## src/hw/rtl/srrmf_pkg.sv

```systemverilog
// Shared types and constants for the read-holding-registers request framer.
// No dependencies; every other file in hw/rtl imports this package.
package srrmf_pkg;

  // Largest register count a request may ask for.
  localparam int MAX_QUANTITY = 16;

  localparam int FUNC_W   = 2;
  localparam int BYTE_W   = 8;
  localparam int ADDR_W   = 16;
  localparam int COUNT_W  = 7;
  localparam int KIND_W   = 2;
  localparam int INDEX_W  = 4;
  localparam int VALUE_W  = 16;
  localparam int STATUS_W = 3;
  localparam int CFG_IDX_W = 2;
  localparam int CFG_DAT_W = 16;
  localparam int REG_DEPTH = 16;

  localparam logic [15:0] CRC_INIT = 16'hFFFF;
  localparam logic [15:0] CRC_POLY = 16'hA001;
  localparam logic [7:0]  READ_FUNC = 8'h03;

  typedef enum logic [FUNC_W-1:0] {
    FUNC_SEND = 2'd0,
    FUNC_BYTE = 2'd1,
    FUNC_FAIL = 2'd2
  } func_t;

  typedef enum logic [KIND_W-1:0] {
    KIND_TX     = 2'd0,
    KIND_REG    = 2'd1,
    KIND_STATUS = 2'd2
  } kind_t;

  typedef enum logic [STATUS_W-1:0] {
    ST_OK          = 3'd0,
    ST_BAD_COUNT   = 3'd1,
    ST_RX_FAILED   = 3'd2,
    ST_CRC_ERROR   = 3'd3,
    ST_HDR_MISMATCH = 3'd4
  } status_t;

  typedef enum logic [CFG_IDX_W-1:0] {
    CFG_SLAVE_ADDR = 2'd0,
    CFG_START_ADDR = 2'd1,
    CFG_REG_COUNT  = 2'd2
  } cfg_idx_t;

  // One bit of the reflected CRC-16; the data bit enters at the low end.
  function automatic logic [15:0] crc_bit(input logic [15:0] crc, input logic din);
    logic fb;
    fb = crc[0] ^ din;
    return fb ? ((crc >> 1) ^ CRC_POLY) : (crc >> 1);
  endfunction

endpackage

```

## src/hw/rtl/srrmf_if.sv

```systemverilog
// Valid/ready channel interfaces for the request framer: input items,
// result items and configuration writes. Depends on srrmf_pkg.
interface srrmf_item_if import srrmf_pkg::*; ();
  logic              valid;
  logic              ready;
  logic [FUNC_W-1:0] func;
  logic [BYTE_W-1:0] rx_byte;

  modport source (output valid, output func, output rx_byte, input ready);
  modport sink   (input valid, input func, input rx_byte, output ready);
endinterface

interface srrmf_result_if import srrmf_pkg::*; ();
  logic                valid;
  logic                ready;
  logic [KIND_W-1:0]   kind;
  logic [BYTE_W-1:0]   tx_byte;
  logic [INDEX_W-1:0]  reg_index;
  logic [VALUE_W-1:0]  reg_value;
  logic [STATUS_W-1:0] status;
  logic                last;

  modport source (output valid, output kind, output tx_byte, output reg_index,
                  output reg_value, output status, output last, input ready);
  modport sink   (input valid, input kind, input tx_byte, input reg_index,
                  input reg_value, input status, input last, output ready);
endinterface

interface srrmf_cfg_if import srrmf_pkg::*; ();
  logic                 valid;
  logic                 ready;
  logic [CFG_IDX_W-1:0] index;
  logic [CFG_DAT_W-1:0] data;

  modport source (output valid, output index, output data, input ready);
  modport sink   (input valid, input index, input data, output ready);
endinterface

```

## src/hw/rtl/serial_read_registers_master_frame.sv

```systemverilog
// Top level of the read-holding-registers request framer and reply checker.
// Depends on srrmf_pkg and the channel interfaces in srrmf_if.sv.

// The block takes one input transaction at a time and is ready again only
// when every result it caused has been handed to the result register. A send
// transaction shifts each of the six header bytes through a bit-serial CRC
// and emits each byte after its CRC step, then emits the two CRC bytes; a
// bad register count gives one status transaction instead. A reply byte runs
// through the same one-bit CRC step; the byte that completes the reply adds
// one result per register value plus one for the final ok status (or one
// status transaction for a CRC or header failure). Reply bytes and receive
// failures that arrive while no request is outstanding are dropped without
// any result. The result side holds one registered transaction, and
// downstream backpressure holds the emit, drain and status states.

module serial_read_registers_master_frame import srrmf_pkg::*; (
  input  logic        clk,
  input  logic        rst,
  srrmf_cfg_if.sink   cfg,
  srrmf_item_if.sink  item,
  srrmf_result_if.source result
);

  typedef enum logic [2:0] {
    S_IDLE,
    S_TX_CRC,
    S_TX_EMIT,
    S_RX_CRC,
    S_RX_DONE,
    S_DRAIN,
    S_STATUS
  } state_t;

  // Configuration registers.
  logic [BYTE_W-1:0]  slave_address;
  logic [ADDR_W-1:0]  start_address;
  logic [COUNT_W-1:0] register_count;

  // Transaction state.
  state_t             state;
  logic               awaiting;
  logic [7:0]         byte_cnt;
  logic [15:0]        crc;
  logic               header_bad;
  logic [7:0]         held_high;
  logic [7:0]         shift_byte;
  logic [2:0]         bit_cnt;
  logic [2:0]         tx_index;
  logic [COUNT_W-1:0] rd_idx;
  status_t            status_code;
  logic               rx_done;

  // Reply register store, written as each low byte arrives.
  logic [VALUE_W-1:0] regs [REG_DEPTH];

  // Result register.
  logic                r_valid;
  kind_t               r_kind;
  logic [BYTE_W-1:0]   r_tx_byte;
  logic [INDEX_W-1:0]  r_index;
  logic [VALUE_W-1:0]  r_value;
  status_t             r_status;
  logic                r_last;

  logic               out_free;
  logic               load_result;
  logic               count_valid;
  logic [8:0]         expected;
  logic [7:0]         byte_cnt_next;
  logic               reply_done;
  logic [7:0]         pos_m3;
  logic               item_take;
  logic               store_low;
  logic [7:0]         cur_frame_byte;
  logic [7:0]         next_frame_byte;

  // Byte k of the request frame; the CRC bytes come from the live CRC.
  function automatic logic [7:0] frame_byte(input logic [2:0] k,
                                            input logic [7:0] addr,
                                            input logic [15:0] start,
                                            input logic [6:0] count,
                                            input logic [15:0] c);
    logic [7:0] b;
    unique case (k)
      3'd0:    b = addr;
      3'd1:    b = READ_FUNC;
      3'd2:    b = start[15:8];
      3'd3:    b = start[7:0];
      3'd4:    b = 8'h00;
      3'd5:    b = {1'b0, count};
      3'd6:    b = c[7:0];
      default: b = c[15:8];
    endcase
    return b;
  endfunction

  assign cfg.ready  = 1'b1;
  assign item.ready = (state == S_IDLE);
  assign item_take  = item.valid && (state == S_IDLE);
  assign out_free   = !r_valid || result.ready;

  // The result register takes a new transaction in this cycle.
  assign load_result = out_free &&
                       (state == S_TX_EMIT || state == S_DRAIN || state == S_STATUS);

  assign count_valid   = (register_count != '0) &&
                         (register_count <= COUNT_W'(MAX_QUANTITY));
  assign expected      = 9'd5 + {1'b0, register_count, 1'b0};
  assign byte_cnt_next = (byte_cnt == 8'hFF) ? byte_cnt : byte_cnt + 8'd1;
  assign reply_done    = ({1'b0, byte_cnt_next} >= expected);
  assign pos_m3        = byte_cnt - 8'd3;

  assign cur_frame_byte  = frame_byte(tx_index, slave_address, start_address,
                                      register_count, crc);
  assign next_frame_byte = frame_byte(tx_index + 3'd1, slave_address, start_address,
                                      register_count, crc);

  assign result.valid     = r_valid;
  assign result.kind      = r_kind;
  assign result.tx_byte   = r_tx_byte;
  assign result.reg_index = r_index;
  assign result.reg_value = r_value;
  assign result.status    = r_status;
  assign result.last      = r_last;

  always_ff @(posedge clk) begin
    if (rst) begin
      slave_address  <= 8'd1;
      start_address  <= '0;
      register_count <= 7'd10;
    end else if (cfg.valid) begin
      unique case (cfg.index)
        CFG_SLAVE_ADDR: slave_address  <= cfg.data[BYTE_W-1:0];
        CFG_START_ADDR: start_address  <= cfg.data[ADDR_W-1:0];
        CFG_REG_COUNT:  register_count <= cfg.data[COUNT_W-1:0];
        default: ;
      endcase
    end
  end

  // A reply byte at an even position from 4 on completes one register.
  assign store_low = item_take && (item.func == FUNC_BYTE) && awaiting && count_valid &&
                     (byte_cnt >= 8'd3) && !byte_cnt[0];

  always_ff @(posedge clk) begin
    if (store_low) begin
      regs[pos_m3[4:1]] <= {held_high, item.rx_byte};
    end
  end

  always_ff @(posedge clk) begin
    if (rst) begin
      state       <= S_IDLE;
      awaiting    <= 1'b0;
      byte_cnt    <= '0;
      crc         <= CRC_INIT;
      header_bad  <= 1'b0;
      held_high   <= '0;
      shift_byte  <= '0;
      bit_cnt     <= '0;
      tx_index    <= '0;
      rd_idx      <= '0;
      status_code <= ST_OK;
      rx_done     <= 1'b0;
      r_valid     <= 1'b0;
      r_kind      <= KIND_TX;
      r_tx_byte   <= '0;
      r_index     <= '0;
      r_value     <= '0;
      r_status    <= ST_OK;
      r_last      <= 1'b0;
    end else begin
      if (r_valid && result.ready && !load_result) begin
        r_valid <= 1'b0;
      end

      unique case (state)
        S_IDLE: begin
          if (item.valid) begin
            unique case (item.func)
              FUNC_SEND: begin
                awaiting   <= 1'b0;
                byte_cnt   <= '0;
                crc        <= CRC_INIT;
                header_bad <= 1'b0;
                held_high  <= '0;
                if (!count_valid) begin
                  status_code <= ST_BAD_COUNT;
                  state       <= S_STATUS;
                end else begin
                  tx_index   <= '0;
                  shift_byte <= slave_address;
                  bit_cnt    <= '0;
                  state      <= S_TX_CRC;
                end
              end
              FUNC_BYTE: begin
                if (awaiting) begin
                  if (!count_valid) begin
                    awaiting    <= 1'b0;
                    byte_cnt    <= '0;
                    crc         <= CRC_INIT;
                    header_bad  <= 1'b0;
                    held_high   <= '0;
                    status_code <= ST_BAD_COUNT;
                    state       <= S_STATUS;
                  end else begin
                    if ((byte_cnt == 8'd0 && item.rx_byte != slave_address) ||
                        (byte_cnt == 8'd1 && item.rx_byte != READ_FUNC) ||
                        (byte_cnt == 8'd2 && item.rx_byte != {register_count, 1'b0})) begin
                      header_bad <= 1'b1;
                    end
                    if (byte_cnt >= 8'd3 && byte_cnt[0]) begin
                      held_high <= item.rx_byte;
                    end
                    byte_cnt   <= byte_cnt_next;
                    rx_done    <= reply_done;
                    shift_byte <= item.rx_byte;
                    bit_cnt    <= '0;
                    state      <= S_RX_CRC;
                  end
                end
              end
              FUNC_FAIL: begin
                if (awaiting) begin
                  awaiting    <= 1'b0;
                  byte_cnt    <= '0;
                  crc         <= CRC_INIT;
                  header_bad  <= 1'b0;
                  held_high   <= '0;
                  status_code <= ST_RX_FAILED;
                  state       <= S_STATUS;
                end
              end
              default: ;
            endcase
          end
        end

        S_TX_CRC, S_RX_CRC: begin
          crc        <= crc_bit(crc, shift_byte[0]);
          shift_byte <= shift_byte >> 1;
          bit_cnt    <= bit_cnt + 3'd1;
          if (bit_cnt == 3'd7) begin
            state <= (state == S_TX_CRC) ? S_TX_EMIT : S_RX_DONE;
          end
        end

        S_TX_EMIT: begin
          if (out_free) begin
            r_valid   <= 1'b1;
            r_kind    <= KIND_TX;
            r_tx_byte <= cur_frame_byte;
            r_index   <= '0;
            r_value   <= '0;
            r_status  <= ST_OK;
            r_last    <= (tx_index == 3'd7);
            tx_index  <= tx_index + 3'd1;
            if (tx_index == 3'd7) begin
              // Frame is out; the CRC now restarts for the reply.
              crc      <= CRC_INIT;
              awaiting <= 1'b1;
              state    <= S_IDLE;
            end else if (tx_index < 3'd5) begin
              shift_byte <= next_frame_byte;
              bit_cnt    <= '0;
              state      <= S_TX_CRC;
            end
          end
        end

        S_RX_DONE: begin
          if (!rx_done) begin
            state <= S_IDLE;
          end else begin
            awaiting   <= 1'b0;
            byte_cnt   <= '0;
            crc        <= CRC_INIT;
            header_bad <= 1'b0;
            held_high  <= '0;
            rd_idx     <= '0;
            if (crc != 16'h0000) begin
              status_code <= ST_CRC_ERROR;
              state       <= S_STATUS;
            end else if (header_bad) begin
              status_code <= ST_HDR_MISMATCH;
              state       <= S_STATUS;
            end else begin
              state <= S_DRAIN;
            end
          end
        end

        S_DRAIN: begin
          if (out_free) begin
            r_valid   <= 1'b1;
            r_kind    <= KIND_REG;
            r_tx_byte <= '0;
            r_index   <= rd_idx[INDEX_W-1:0];
            r_value   <= regs[rd_idx[INDEX_W-1:0]];
            r_status  <= ST_OK;
            r_last    <= 1'b0;
            if (rd_idx == register_count - 7'd1) begin
              status_code <= ST_OK;
              state       <= S_STATUS;
            end else begin
              rd_idx <= rd_idx + 7'd1;
            end
          end
        end

        S_STATUS: begin
          if (out_free) begin
            r_valid   <= 1'b1;
            r_kind    <= KIND_STATUS;
            r_tx_byte <= '0;
            r_index   <= '0;
            r_value   <= '0;
            r_status  <= status_code;
            r_last    <= 1'b1;
            state     <= S_IDLE;
          end
        end

        default: state <= S_IDLE;
      endcase
    end
  end

endmodule

```

## src/flat_wrapper.sv

```systemverilog
// flat-port wrapper written by rule: the top's interface ports become plain ports
module serial_read_registers_master_frame_flat import srrmf_pkg::*;
  (clk, rst, cfg_valid, cfg_index, cfg_data, cfg_ready, item_valid, item_func, item_rx_byte, item_ready, result_valid, result_kind, result_tx_byte, result_reg_index, result_reg_value, result_status, result_last, result_ready);
  srrmf_cfg_if cfg_i ();
  srrmf_item_if item_i ();
  srrmf_result_if result_i ();
  input  logic clk;
  input  logic rst;
  input wire logic [$bits(cfg_i.valid)-1:0] cfg_valid;
  input wire logic [$bits(cfg_i.index)-1:0] cfg_index;
  input wire logic [$bits(cfg_i.data)-1:0] cfg_data;
  output wire logic [$bits(cfg_i.ready)-1:0] cfg_ready;
  input wire logic [$bits(item_i.valid)-1:0] item_valid;
  input wire logic [$bits(item_i.func)-1:0] item_func;
  input wire logic [$bits(item_i.rx_byte)-1:0] item_rx_byte;
  output wire logic [$bits(item_i.ready)-1:0] item_ready;
  output wire logic [$bits(result_i.valid)-1:0] result_valid;
  output wire logic [$bits(result_i.kind)-1:0] result_kind;
  output wire logic [$bits(result_i.tx_byte)-1:0] result_tx_byte;
  output wire logic [$bits(result_i.reg_index)-1:0] result_reg_index;
  output wire logic [$bits(result_i.reg_value)-1:0] result_reg_value;
  output wire logic [$bits(result_i.status)-1:0] result_status;
  output wire logic [$bits(result_i.last)-1:0] result_last;
  input wire logic [$bits(result_i.ready)-1:0] result_ready;
  assign cfg_i.valid = cfg_valid;
  assign cfg_i.index = cfg_index;
  assign cfg_i.data = cfg_data;
  assign cfg_ready = cfg_i.ready;
  assign item_i.valid = item_valid;
  assign item_i.func = item_func;
  assign item_i.rx_byte = item_rx_byte;
  assign item_ready = item_i.ready;
  assign result_valid = result_i.valid;
  assign result_kind = result_i.kind;
  assign result_tx_byte = result_i.tx_byte;
  assign result_reg_index = result_i.reg_index;
  assign result_reg_value = result_i.reg_value;
  assign result_status = result_i.status;
  assign result_last = result_i.last;
  assign result_i.ready = result_ready;
  serial_read_registers_master_frame u_core (.clk(clk), .rst(rst), .cfg(cfg_i), .item(item_i), .result(result_i));
endmodule
```

## config.mk

```make
export PLATFORM = sky130hd
export DESIGN_NAME = serial_read_registers_master_frame_flat
export DESIGN_NICKNAME = d
export VERILOG_FILES = /design/src/hw/rtl/srrmf_pkg.sv /design/src/hw/rtl/srrmf_if.sv /design/src/hw/rtl/serial_read_registers_master_frame.sv /design/src/flat_wrapper.sv
export SDC_FILE = /design/constraint.sdc
export NUM_CORES = 1
export LEC_CHECK = 0
export BUFFER_PORTS_ARGS = -buffer_cell sky130_fd_sc_hd__buf_4
export CORE_ASPECT_RATIO = 1.2
export CORE_MARGIN = 2
export CORE_UTILIZATION = 45
export DETAILED_ROUTE_END_ITERATION = 6
export GPL_ROUTABILITY_DRIVEN = 0
export PLACE_DENSITY_LB_ADDON = 0.12
export SYNTH_ARGS = -nofsm -noshare
export SYNTH_HDL_FRONTEND = slang
export SYNTH_SLANG_ARGS = --single-unit
```

## constraint.sdc

```tcl
create_clock -name clk -period 2.8 [get_ports clk]
set_input_delay 0.42 -clock clk [delete_from_list [all_inputs] [get_ports clk]]
set_output_delay 0.42 -clock clk [all_outputs]
set_load 0.01 [all_outputs]
```

==> load_flow_metrics.sql <==
INSERT INTO impl_metrics (metric_group, metric, value, unit) VALUES
('job', 'max_cap_violations', '0', ''),
('timing', 'fmax', '382.5', 'MHz'),
('timing', 'layout_worst_path_cycle_share', '0.9337', ''),
('clocking', 'clock_latency', '0.54', 'ns'),
('place', 'io_buffer_count', '68', ''),
('critical_path', 'worstPathBufferInverterCount', '3', ''),
('global_route', 'maximum_number_of_pins_on_one_net_before_global_route_repair', '65', ''),
('timing', 'setup-tns-final', '0', 'ns'),
('power', 'reported_leakage_power', '6.550', 'nW'),
('global_route', 'wire_length_of_the_first_global_routing_pass', '66810', 'um'),
('critical_path', 'crit_type', 'flip-flop to flip-flop', ''),
('synth', 'synthArstFlopShare', '0', ''),
('critical_path', 'most_frequent_cell_on_critical_path', 'sky130_fd_sc_hd__buf_4', ''),
('clocking', 'cts_tree', 'done', ''),
('synth', 'yosysSeqAreaShare', '0.6145', ''),
('cells_and_area', 'drive_above_1_share', '0.2494', ''),
('run_status', 'status', 'completed', ''),
('route', 'route.antenna.remaining_nets', '0', ''),
('floorplan', 'placementRows', '77', ''),
('synth', 'yosys_warnings', '0', ''),
('floorplan', 'die_h', '215.7', 'um'),
('route', 'totalWireLength', '43520', 'um'),
('floorplan', 'io_pins', '70', ''),
('timing', 'least_margin_pin_slew', '0.7733', 'ns'),
('floorplan', 'dieWidth', '180.4', 'um'),
('synth', 'synth.ff_latch_count', '388', ''),
('timing', 'final_period_minus_worst_setup_slack', '2.614', 'ns'),
('clocking', 'root_buffer', 'sky130_fd_sc_hd__clkbuf_16', ''),
('route', 'route.vias.total', '10754', ''),
('route', 'first_pass_iters', '7', ''),
('place', 'place_worst_setup_slack', '0.06541', 'ns'),
('timing', 'post-route-worst-setup-slack', '0.1855', 'ns'),
('place', 'place.detailed.hpwl', '30120', 'um'),
('cells_and_area', 'fin_nets', '1385', ''),
('min_path', 'timing.hold.worst.class', 'primary input to flip-flop', ''),
('timing', 'report.final.setup_viol', '0', ''),
('route', 'routedWlPerCell', '23.79', 'um'),
('place', 'dp.cells', '1752', ''),
('critical_path', 'crit_fanout', '9', ''),
('clocking', 'clock_transition_at_the_registers_of_the_reported_paths', '0.06', 'ns'),
('critical_path', 'timing.critical_path.slowest_cell_delay', '0.31', 'ns'),
('route', 'drcViolationCount', '0', ''),
('timing', 'timing.final.hold_violations', '0', ''),
('synth', 'synth_flop_cell', 'sky130_fd_sc_hd__edfxtp_1', ''),
('synth', 'postSynthCellCount', '1220', ''),
('cells_and_area', 'stdcell_count', '1829', ''),
('synth', 'synth.top_cells.by_area', 'sky130_fd_sc_hd__edfxtp_1 46%, sky130_fd_sc_hd__dfxtp_1 16%, sky130_fd_sc_hd__mux4_2 11%, sky130_fd_sc_hd__a22oi_1 2.4%, sky130_fd_sc_hd__nor2_1 2.3%', ''),
('critical_path', 'timing.critical_path.from_type', 'flip-flop', ''),
('global_route', 'number_of_global_route_vias_before_repair', '10931', ''),
('cells_and_area', 'post-route-cell-area', '19740', 'sq um'),
('floorplan', 'dieArea', '38930', 'sq um'),
('synth', 'post_synth.cell_area_avg', '13.78', 'sq um'),
('timing', 'final-max-slew-violation-count', '0', ''),
('synth', 'synth-edff-count', '256', ''),
('clocking', 'cts_made_buffers', '41', ''),
('clocking', 'clock_tree.buffer_depth', '3', ''),
('synth', 'share_of_the_synthesized_area_in_the_top_cell_type', '0.4573', ''),
('critical_path', 'cpMaxStageDelayCell', 'sky130_fd_sc_hd__dfxtp_1', ''),
('power', 'worst_ir_drop_vdd', '455.1', 'uV'),
('critical_path', 'critical_path.cell_chain', 'inv_1 > ha_1 > nor3b_4 > xnor2_2 > nand4_1 > buf_4 > nor4_2 > nand2_1 > nor2_2 > buf_4', ''),
('floorplan', 'floorplan.initialDensity', '0.4568', ''),
('power', 'power.density', '709.3', 'nW/um^2'),
('route', 'detailed_route_vias_per_instance', '5.880', ''),
('critical_path', 'timing.critical_path.arrival', '2.85', 'ns'),
('synth', 'synth.largest_area_cell', 'sky130_fd_sc_hd__edfxtp_1', ''),
('timing', 'max_clock_skew', '0.01940', 'ns'),
('timing', 'grt_setup_unrepaired', 'no', ''),
('critical_path', 'worst_setup_ep_type', 'flip-flop', ''),
('clocking', 'ctsHtreeMaxLevel', '2', ''),
('floorplan', 'core_area', '36800', 'sq um'),
('global_route', 'antenna_found_initial', '0', '');
-- path summary, 6_finish.rpt --
kind	start	slack (ns)	endpoint	depth (start not counted)
max	u_core.register_count[0]$_SDFFE_PP0P_	0.19	u_core.regs[5][4]$_DFFE_PP_	10
max reg2reg	u_core.register_count[0]$_SDFFE_PP0P_	0.19	u_core.regs[5][4]$_DFFE_PP_	10
min	cfg_data[0]	0.13	u_core.slave_address[0]$_SDFFE_PP1P_	3
min reg2reg	u_core.result.tx_byte[5]$_SDFFE_PP0P_	0.46	u_core.result.tx_byte[5]$_SDFFE_PP0P_	2
-- placed cells by master (no fill, tap or decap), types with 5 or more instances in the layout --
cell type,netlist,routed
sky130_fd_sc_hd__or3_1,6,6
sky130_fd_sc_hd__a21oi_1,54,54
sky130_fd_sc_hd__ha_1,29,29
sky130_fd_sc_hd__nand2_1,95,95
sky130_fd_sc_hd__a32o_1,6,6
sky130_fd_sc_hd__xnor2_1,29,29
sky130_fd_sc_hd__a22oi_1,54,54
sky130_fd_sc_hd__nand3_1,16,16
sky130_fd_sc_hd__edfxtp_1,256,256
sky130_fd_sc_hd__nor2b_1,7,7
sky130_fd_sc_hd__inv_1,19,19
sky130_fd_sc_hd__o22ai_1,19,19
sky130_fd_sc_hd__nor2_2,0,17
sky130_fd_sc_hd__o211ai_1,17,17
sky130_fd_sc_hd__buf_12,0,13
sky130_fd_sc_hd__a222oi_1,15,15
sky130_fd_sc_hd__a31oi_1,9,9
sky130_fd_sc_hd__clkinv_1,0,7
sky130_fd_sc_hd__dfxtp_1,132,130
sky130_fd_sc_hd__o21ai_0,20,20
sky130_fd_sc_hd__bufinv_16,0,6
sky130_fd_sc_hd__mux4_2,80,80
sky130_fd_sc_hd__nand4_1,13,13
sky130_fd_sc_hd__xor2_1,9,9
sky130_fd_sc_hd__nor2_1,105,88
sky130_fd_sc_hd__nor4_1,7,6
sky130_fd_sc_hd__a211oi_1,14,14
sky130_fd_sc_hd__clkbuf_16,0,43
sky130_fd_sc_hd__mux2_2,11,11
sky130_fd_sc_hd__nor3_1,9,9
sky130_fd_sc_hd__nand2b_1,13,13
sky130_fd_sc_hd__clkinv_2,1,11
sky130_fd_sc_hd__mux2i_1,19,19
sky130_fd_sc_hd__buf_4,2,130
sky130_fd_sc_hd__a2111o_1,5,5
-- timing repair --
item                                    4_1_cts  5_1_grt
setup buffers                                 0        2
gates resized for setup                       0        2
endpoints found under the setup margin        0      190
-- state kept, by name, summed over array words and instances, names as in the netlist, 16 cells and up, named ones only --
signal                   flops
u_core.regs                256
u_core.start_address        16
u_core.result.reg_value     16
u_core.crc                  16
-- through the flow --
step / power [mW] / hold WS, ns / util
after detailed placement: 8.513 / 0.4507 / 0.4977
after global placement: 8.516 / 0.4466 / 0.4977
after CTS: 14.11 / 0.1068 / 0.5355
final: 14.00 / 0.1284 / 0.5362
after floorplan: 7.775 / 0.4436 / -
after global routing: 14.55 / 0.1257 / 0.5362
-- report_power, final --
part / internal (mW) / leakage, nW / total [mW] / switching (mW)
registers: 6.21 / 3.41 / 6.34 / 0.130
clock network: 3.38 / 0.682 / 5.59 / 2.21
logic: 0.782 / 2.46 / 2.07 / 1.29
-- synthesized netlist by cell type (5+ instances only) --
| cell type | number |
|---|---|
| sky130_fd_sc_hd__edfxtp_1 | 256 |
| sky130_fd_sc_hd__dfxtp_1 | 132 |
| sky130_fd_sc_hd__nor2_1 | 105 |
| sky130_fd_sc_hd__nand2_1 | 95 |
| sky130_fd_sc_hd__mux4_2 | 80 |
| sky130_fd_sc_hd__clkbuf_1 | 56 |
| sky130_fd_sc_hd__a21oi_1 | 54 |
| sky130_fd_sc_hd__a22oi_1 | 54 |
| sky130_fd_sc_hd__ha_1 | 29 |
| sky130_fd_sc_hd__xnor2_1 | 29 |
| sky130_fd_sc_hd__o21ai_0 | 20 |
| sky130_fd_sc_hd__buf_2 | 19 |
| sky130_fd_sc_hd__inv_1 | 19 |
| sky130_fd_sc_hd__mux2i_1 | 19 |
| sky130_fd_sc_hd__o22ai_1 | 19 |
| sky130_fd_sc_hd__o211ai_1 | 17 |
| sky130_fd_sc_hd__nand3_1 | 16 |
| sky130_fd_sc_hd__a222oi_1 | 15 |
| sky130_fd_sc_hd__a211oi_1 | 14 |
| sky130_fd_sc_hd__nand2b_1 | 13 |
| sky130_fd_sc_hd__nand4_1 | 13 |
| sky130_fd_sc_hd__mux2_2 | 11 |
| sky130_fd_sc_hd__a31oi_1 | 9 |
| sky130_fd_sc_hd__nor3_1 | 9 |
| sky130_fd_sc_hd__xor2_1 | 9 |
| sky130_fd_sc_hd__nor2b_1 | 7 |
| sky130_fd_sc_hd__nor4_1 | 7 |
| sky130_fd_sc_hd__a32o_1 | 6 |
| sky130_fd_sc_hd__or3_1 | 6 |
| sky130_fd_sc_hd__a2111o_1 | 5 |
-- kinds of logic after synthesis --
family,share of synthesized area
mux,0.1259
compound gates,0.1058
buf+inv,0.02583
xor+xnor,0.02077
fa+ha+maj,0.02158
flops,0.6145
simple gates,0.08544
other cells,0.0002231
-- layer usage --
metal,vias up,global-route usage,part of all wire
met3,81,0.03071,0.048
met4,0,0.08172,0.033
met2,337,0.4023,0.52
li1,4960,-,-
met5,-,0,0
met1,5376,0.2775,0.39
-- layout make-up --
cell class	count	area (sq um)
Fill cell	3087	17070
Sequential cell	388	10330
Multi-Input combinational cell	729	6102
Timing Repair Buffer	143	1236
Clock buffer	48	1105
Tap cell	474	593.1
Clock inverter	27	287.8
Inverter	20	76.32
-- tightest hold or removal path: stages --
cell and delay [ns]:
sky130_fd_sc_hd__buf_4 0.10, sky130_fd_sc_hd__mux2i_1 0.06, sky130_fd_sc_hd__nand2_1 0.06
(Power assumes the default switching activity.)
